[config.mk]
export PLATFORM = sky130hd
export DESIGN_NAME = url_path_percent_decode_check
export DESIGN_NICKNAME = d
export VERILOG_FILES = /design/src/urlpd_pkg.sv /design/src/url_path_percent_decode_check.sv
export SDC_FILE = /design/constraint.sdc
export NUM_CORES = 1
export LEC_CHECK = 0
export ABC_CLOCK_PERIOD_IN_PS = 8000
export BUFFER_PORTS_ARGS = -buffer_cell sky130_fd_sc_hd__buf_2
export CAP_MARGIN = 30
export CORE_MARGIN = 5
export CORE_UTILIZATION = 55
export DETAILED_ROUTE_END_ITERATION = 8
export GPL_TIMING_DRIVEN = 0
export PLACE_DENSITY_LB_ADDON = 0.15
export SYNTH_ARGS = -nofsm -noshare
export SYNTH_HDL_FRONTEND = slang
export SYNTH_SLANG_ARGS = --single-unit
export TNS_END_PERCENT = 50
[constraint.sdc]
create_clock -name aclk -period 8 [get_ports aclk]
set_clock_uncertainty 0.05 [all_clocks]
set_input_delay 0.8 -clock aclk [delete_from_list [all_inputs] [get_ports aclk]]
set_output_delay 0.8 -clock aclk [all_outputs]
set_load 0.1 [all_outputs]
[src/urlpd_pkg.sv]
// Package for the URL path percent-decode checker: character codes, the
// escape phase type and the hex digit decoder. No dependencies.
`timescale 1ns / 1ps
`default_nettype none

package urlpd_pkg;

    localparam logic [7:0] CH_NUL       = 8'h00;
    localparam logic [7:0] CH_PERCENT   = 8'h25;
    localparam logic [7:0] CH_DOT       = 8'h2E;
    localparam logic [7:0] CH_SLASH     = 8'h2F;
    localparam logic [7:0] CH_BACKSLASH = 8'h5C;
    localparam logic [7:0] CH_ZERO      = 8'h30;
    localparam logic [7:0] CH_NINE      = 8'h39;
    localparam logic [7:0] CH_UPPER_A   = 8'h41;
    localparam logic [7:0] CH_UPPER_F   = 8'h46;
    localparam logic [7:0] CH_LOWER_A   = 8'h61;
    localparam logic [7:0] CH_LOWER_F   = 8'h66;
    localparam logic [7:0] HEX_LETTER_BASE = 8'd10;

    localparam logic [1:0] SEG_LEN_MAX = 2'd3;
    localparam logic [1:0] SEG_LEN_DOTS_MAX = 2'd2;

    typedef enum logic [2:0] {
        PH_TEXT = 3'b001,
        PH_HEX1 = 3'b010,
        PH_HEX2 = 3'b100
    } escape_phase_t;

    typedef struct packed {
        logic       ok;
        logic [3:0] value;
    } hex_digit_t;

    function automatic hex_digit_t hex_decode(input logic [7:0] c);
        hex_digit_t r;
        logic [7:0] diff;
        r    = '{ok: 1'b0, value: 4'd0};
        diff = 8'd0;
        if (c >= CH_ZERO && c <= CH_NINE) begin
            diff = c - CH_ZERO;
            r    = '{ok: 1'b1, value: diff[3:0]};
        end else if (c >= CH_UPPER_A && c <= CH_UPPER_F) begin
            diff = c - CH_UPPER_A + HEX_LETTER_BASE;
            r    = '{ok: 1'b1, value: diff[3:0]};
        end else if (c >= CH_LOWER_A && c <= CH_LOWER_F) begin
            diff = c - CH_LOWER_A + HEX_LETTER_BASE;
            r    = '{ok: 1'b1, value: diff[3:0]};
        end
        return r;
    endfunction

endpackage

`default_nettype wire

[src/url_path_percent_decode_check.sv]
// Top level of the URL path percent-decode checker.
// Depends on urlpd_pkg for character codes, the phase type and hex decoding.
//
// The block takes one raw path character per item and returns one result per
// item: an optional decoded byte, a segment-end mark and, on the last character,
// an accept or reject verdict. It accepts a new item in every cycle while the
// output side is not stalled; each item passes an input register and then a
// result register, and the result is presented when it enters the result
// register and held until the output side takes it. The per-path state is
// updated as an item moves into the result register, and it returns to its
// reset value after the item marked last, ready for the next path.
`timescale 1ns / 1ps
`default_nettype none

module url_path_percent_decode_check
    import urlpd_pkg::*;
(
    input  wire logic       aclk,
    input  wire logic       aresetn,
    input  wire logic       s_valid,
    output logic            s_ready,
    input  wire logic [7:0] s_char_in,
    input  wire logic       s_is_last,
    output logic            m_valid,
    input  wire logic       m_ready,
    output logic [7:0]      m_byte_out,
    output logic            m_byte_valid,
    output logic            m_segment_end,
    output logic            m_done_res,
    output logic            m_verdict
);

    logic          in_valid_reg;
    logic [7:0]    char_reg;
    logic          last_reg;
    logic          out_valid_reg;
    logic [7:0]    byte_out_reg;
    logic          byte_valid_reg;
    logic          segment_end_reg;
    logic          done_reg;
    logic          verdict_reg;

    escape_phase_t phase_reg, phase_next;
    logic [3:0]    high_nibble_reg, high_nibble_next;
    logic          leading_reg, leading_next;
    logic [1:0]    seg_len_reg, seg_len_next;
    logic          all_dots_reg, all_dots_next;
    logic          rejected_reg, rejected_next;

    logic          out_free;
    logic          advance;
    logic [7:0]    res_byte;
    logic          res_byte_valid;
    logic          res_segment_end;
    logic          res_verdict;

    assign out_free = !out_valid_reg || m_ready;
    assign advance  = in_valid_reg && out_free;
    assign s_ready  = !in_valid_reg || advance;

    always_comb begin
        hex_digit_t hd;
        logic       have_byte;
        logic       from_escape;
        logic [7:0] d;
        logic       rej;
        logic       seg_bad;
        escape_phase_t ph;
        logic [3:0] hn;
        logic       lead;
        logic [1:0] len;
        logic       dots;

        hd          = hex_decode(char_reg);
        have_byte   = 1'b0;
        from_escape = 1'b0;
        d           = 8'd0;
        rej         = rejected_reg;
        ph          = phase_reg;
        hn          = high_nibble_reg;
        lead        = leading_reg;
        len         = seg_len_reg;
        dots        = all_dots_reg;
        seg_bad     = 1'b0;
        res_byte        = 8'd0;
        res_byte_valid  = 1'b0;
        res_segment_end = 1'b0;

        if (!rejected_reg) begin
            unique case (phase_reg)
                PH_HEX1: begin
                    if (hd.ok) begin
                        hn = hd.value;
                        ph = PH_HEX2;
                    end else begin
                        rej = 1'b1;
                    end
                end
                PH_HEX2: begin
                    if (hd.ok) begin
                        d  = {high_nibble_reg, hd.value};
                        ph = PH_TEXT;
                        if (d == CH_NUL || d == CH_SLASH || d == CH_BACKSLASH) begin
                            rej = 1'b1;
                        end else begin
                            have_byte   = 1'b1;
                            from_escape = 1'b1;
                        end
                    end else begin
                        rej = 1'b1;
                    end
                end
                default: begin
                    ph = PH_TEXT;
                    if (char_reg == CH_NUL || char_reg == CH_BACKSLASH) begin
                        rej = 1'b1;
                    end else if (char_reg == CH_PERCENT) begin
                        ph = PH_HEX1;
                    end else begin
                        d         = char_reg;
                        have_byte = 1'b1;
                    end
                end
            endcase

            seg_bad = (seg_len_reg == 2'd0)
                   || (all_dots_reg && seg_len_reg <= SEG_LEN_DOTS_MAX);

            if (have_byte) begin
                if (!from_escape && d == CH_SLASH) begin
                    if (!leading_reg) begin
                        if (seg_bad) begin
                            rej = 1'b1;
                        end else begin
                            res_segment_end = 1'b1;
                            len  = 2'd0;
                            dots = 1'b1;
                        end
                    end
                end else begin
                    lead           = 1'b0;
                    res_byte       = d;
                    res_byte_valid = 1'b1;
                    if (seg_len_reg != SEG_LEN_MAX) begin
                        len = seg_len_reg + 2'd1;
                    end
                    if (d != CH_DOT) begin
                        dots = 1'b0;
                    end
                end
            end

            if (last_reg && !rej) begin
                if (ph != PH_TEXT || lead || len == 2'd0
                        || (dots && len <= SEG_LEN_DOTS_MAX)) begin
                    rej = 1'b1;
                end
            end
        end

        res_verdict = last_reg && rej;

        if (last_reg) begin
            phase_next       = PH_TEXT;
            high_nibble_next = 4'd0;
            leading_next     = 1'b1;
            seg_len_next     = 2'd0;
            all_dots_next    = 1'b1;
            rejected_next    = 1'b0;
        end else begin
            phase_next       = ph;
            high_nibble_next = hn;
            leading_next     = lead;
            seg_len_next     = len;
            all_dots_next    = dots;
            rejected_next    = rej;
        end
    end

    always_ff @(posedge aclk) begin
        if (!aresetn) begin
            in_valid_reg    <= 1'b0;
            out_valid_reg   <= 1'b0;
            phase_reg       <= PH_TEXT;
            high_nibble_reg <= 4'd0;
            leading_reg     <= 1'b1;
            seg_len_reg     <= 2'd0;
            all_dots_reg    <= 1'b1;
            rejected_reg    <= 1'b0;
        end else begin
            if (s_ready) begin
                in_valid_reg <= s_valid;
            end
            if (out_free) begin
                out_valid_reg <= in_valid_reg;
            end
            if (advance) begin
                phase_reg       <= phase_next;
                high_nibble_reg <= high_nibble_next;
                leading_reg     <= leading_next;
                seg_len_reg     <= seg_len_next;
                all_dots_reg    <= all_dots_next;
                rejected_reg    <= rejected_next;
            end
        end
    end

    always_ff @(posedge aclk) begin
        if (s_valid && s_ready) begin
            char_reg <= s_char_in;
            last_reg <= s_is_last;
        end
        if (advance) begin
            byte_out_reg    <= res_byte;
            byte_valid_reg  <= res_byte_valid;
            segment_end_reg <= res_segment_end;
            done_reg        <= last_reg;
            verdict_reg     <= res_verdict;
        end
    end

    assign m_valid       = out_valid_reg;
    assign m_byte_out    = byte_out_reg;
    assign m_byte_valid  = byte_valid_reg;
    assign m_segment_end = segment_end_reg;
    assign m_done_res    = done_reg;
    assign m_verdict     = verdict_reg;

endmodule

`default_nettype wire
==> impl_metrics.py <==
metrics = {
    "placed_design": {
        "gp_congestion": 0.9265,
        "port_buffers": 26,
        "hpwl_um": 3385,
    },
    "logic_synthesis": {
        "synth_seq_cells": 35,
        "yosysMostFrequentCell": "nor2_1",
        "async_flop_share_pct": 0,
        "netlist_area_mm2": 0.002091,
        "synth_warnings": 0,
        "synth_edf_count": 21,
        "syn_nets": 235,
        "synthDistinctLibCells": 61,
        "synthTopCellsByCount": "nor2_1 (23), edfxtp_1 (21), dfxtp_1 (14)",
        "ys.flop_type": "edfxtp_1",
        "synth_area_leaders": "edfxtp_1 (30%), dfxtp_1 (13%), nor2_1 (4.1%), a22oi_1 (3.9%), nor2b_1 (3.6%)",
        "synth_top_area_cell": "edfxtp_1",
        "synth_top_area_share_pct": 30.16,
        "synthCells": 218,
        "avgSynthCellArea_um2": 9.591,
        "synth_seq_area_share_pct": 43.57,
    },
    "grt": {
        "grtUsageMet3_pct": 4.909,
        "grt_max_degree": 14,
        "met1_usage_pct": 23.50,
        "antenna_found_initial": 0,
        "busiest_layer": "met2",
        "grt_use_met2_pct": 29.49,
        "grt_pass1_vias": 1669,
        "grtUsageTotal_pct": 18.25,
        "grt-ovfl-total": 0,
        "grt_pass1_wl_um": 7472,
    },
    "clocking": {
        "clk_path_buf_depth": 2,
        "post_cts_resize_count": 0,
        "cts_buffers": 5,
        "cts_root_buf": "clkbuf_8",
        "hold_buffers": 0,
        "cts_tree": "built",
        "post_cts_buffers": 0,
        "worst_setup_hold_path_clk_slew_ns": 0.07,
        "clock_latency_ns": 0.28,
        "numClockSinks": 35,
        "h-tree-depth": 2,
    },
    "sta": {
        "finalCriticalPeriod_ns": 3.769,
        "fin_crit_sh_pct": 47.11,
        "final_hold_viol_count": 0,
        "finalSetupViolations": 0,
        "fmax_ghz": 0.2653,
        "tns_ns": 0,
        "slew_viol_final": 0,
        "relSlewSlack_pct": 47.78,
        "worst_pin_slew_ns": 0.7762,
        "rsz0062_at_grt": "false",
    },
    "power": {
        "finalPower_w": 0.0003932,
        "pwr_density_cell_mw_per_mm2": 166.4,
        "ir_drop_v": 0.0001015,
        "power.leakage_nw": 0.9064,
    },
    "critical_path": {
        "cp.required_ns": 7.99,
        "worstSetupStartpointType": "flip-flop",
        "worstSetupEndpointType": "flip-flop",
        "cpPeakStageDelay_ns": 0.55,
        "slowest_stage": "or4b_4",
        "critPathKind": "flip-flop to flip-flop",
        "cp.arrival_ns": 3.76,
        "path_max_fanout": 10,
        "crit_path_cell_trace": "ha_1 > and3_1 > a22oi_1 > nor2b_1 > buf_1 > o2bb2ai_1 > nand4b_1 > or4b_4 > o21ai_2 > or3b_1 > buf_6 > nor2_1",
    },
    "floorplanning": {
        "row_count": 22,
        "die_h_um": 71.66,
        "io_pins": 27,
        "core_area_mm2": 0.003661,
        "dieWidth_um": 71.66,
        "start_util_pct": 57.11,
        "die-area_mm2": 0.005134,
    },
    "job": {
        "max_cap_violations": 0,
    },
    "worst_hold_path": {
        "hold_class": "flip-flop to flip-flop",
    },
    "routing": {
        "vias": 1806,
        "routedWlPerCell_um": 14.82,
        "firstDrtPassIters": 5,
        "ant_nets": 0,
        "drt-total-wl_um": 4446,
        "drtIter0Drc": 193,
        "drc": 0,
        "viasPerCell": 6.020,
    },
    "finish": {
        "antennaDiodeCount": 0,
        "synthToLayoutAreaGrowth_pct": 12.99,
        "drive_above_1_share_pct": 18.25,
        "fin_nets": 268,
        "nFillCells": 319,
    },
    "status": {
        "outcome": "finished, final reports clean",
    },
}
final timing paths:
path                startpoint       endpoint  slack (ns)  cells past startpoint
hold / removal    in_valid_reg        m_valid        0.48                      1
setup reg to reg   char_reg[0]  m_byte_out[2]        4.23                     12
hold reg to reg   in_valid_reg        m_valid        0.48                      1
setup / recovery   char_reg[0]  m_byte_out[2]        4.23                     12
where the power goes:
part | switching (W) | leakage, nW | internal [W] | total (W)
Clock | 0.0000603 | 0.0426 | 0.0000597 | 0.000120
Combinational | 0.0000473 | 0.552 | 0.0000188 | 0.0000661
Sequential | 0.00000716 | 0.312 | 0.000200 | 0.000207
Total | 0.000115 | 0.906 | 0.000278 | 0.000393
metal layers:
layer | up-vias | share of wire, %
li1 | 904 | -
met1 | 834 | 44
met2 | 60 | 47
met3 | 8 | 7.1
met4 | 0 | 1.5
met5 | - | 0
stage by stage:
| stage | utilization [%] | worst slack (ns) | hold WS [ns] | std cells | area [um^2] |
|---|---|---|---|---|---|
| 2_1_floorplan | - | 4.790 | 0.4002 | 218 | 2091 |
| 3_3_place_gp | 62.30 | 4.291 | 0.4629 | 292 | 2281 |
| 3_5_place_dp | 62.30 | 4.273 | 0.4656 | 292 | 2281 |
| 4_1_cts | 64.52 | 4.263 | 0.4784 | 300 | 2362 |
| 5_1_grt | 64.52 | 4.037 | 0.5039 | 300 | 2362 |
| 6_report | 64.52 | 4.231 | 0.4825 | 300 | 2362 |
layout make-up:
class / instances / area, um^2 / area share [%]
plain buffers: 6 / 31.28 / 1.324
clock inverters: 2 / 8.758 / 0.3708
clock buffers: 6 / 72.57 / 3.072
repair buffers: 26 / 130.1 / 5.508
well taps: 48 / 60.06 / 2.542
inverters: 11 / 41.29 / 1.748
flip-flops and latches: 35 / 910.9 / 38.56
multi-input cells: 166 / 1107 / 46.87
placed cells by master (no fill, tap or decap), types with 3 or more instances in the layout:
master / instances
o21a_1: 3
clkbuf_8: 5
a21oi_1: 13
nor2b_1: 12
edfxtp_1: 21
buf_2: 27
nor3_1: 5
dfxtp_1: 14
nor4_1: 6
nor2_1: 23
clkbuf_1: 4
inv_1: 11
a22oi_1: 11
o21ai_0: 12
ha_1: 4
nand2b_1: 4
nand2_1: 12
and4_1: 3
and3_1: 4
critical path, delay by kind of cell, from the launching register on:
family	cells	cell delay, ns
adder cells (fa/ha/maj)	1	0.30
flip-flops	1	0.51
AO/OA/AOI/OAI	3	0.89
AND/OR/NAND/NOR	6	1.32
buffers and inverters	2	0.43
cells by family (layout without fill, tap and decap cells):
group	count (synthesis)	count (layout)	synth area share, %
XOR/XNOR	1	1	0.4190
multiplexers	2	2	1.017
buffers and inverters	17	51	3.471
flip-flops	35	35	43.57
AND/OR/NAND/NOR	92	92	25.67
AO/OA/AOI/OAI	67	67	23.46
adder cells (fa/ha/maj)	4	4	2.394
(Power assumes the default switching activity.)
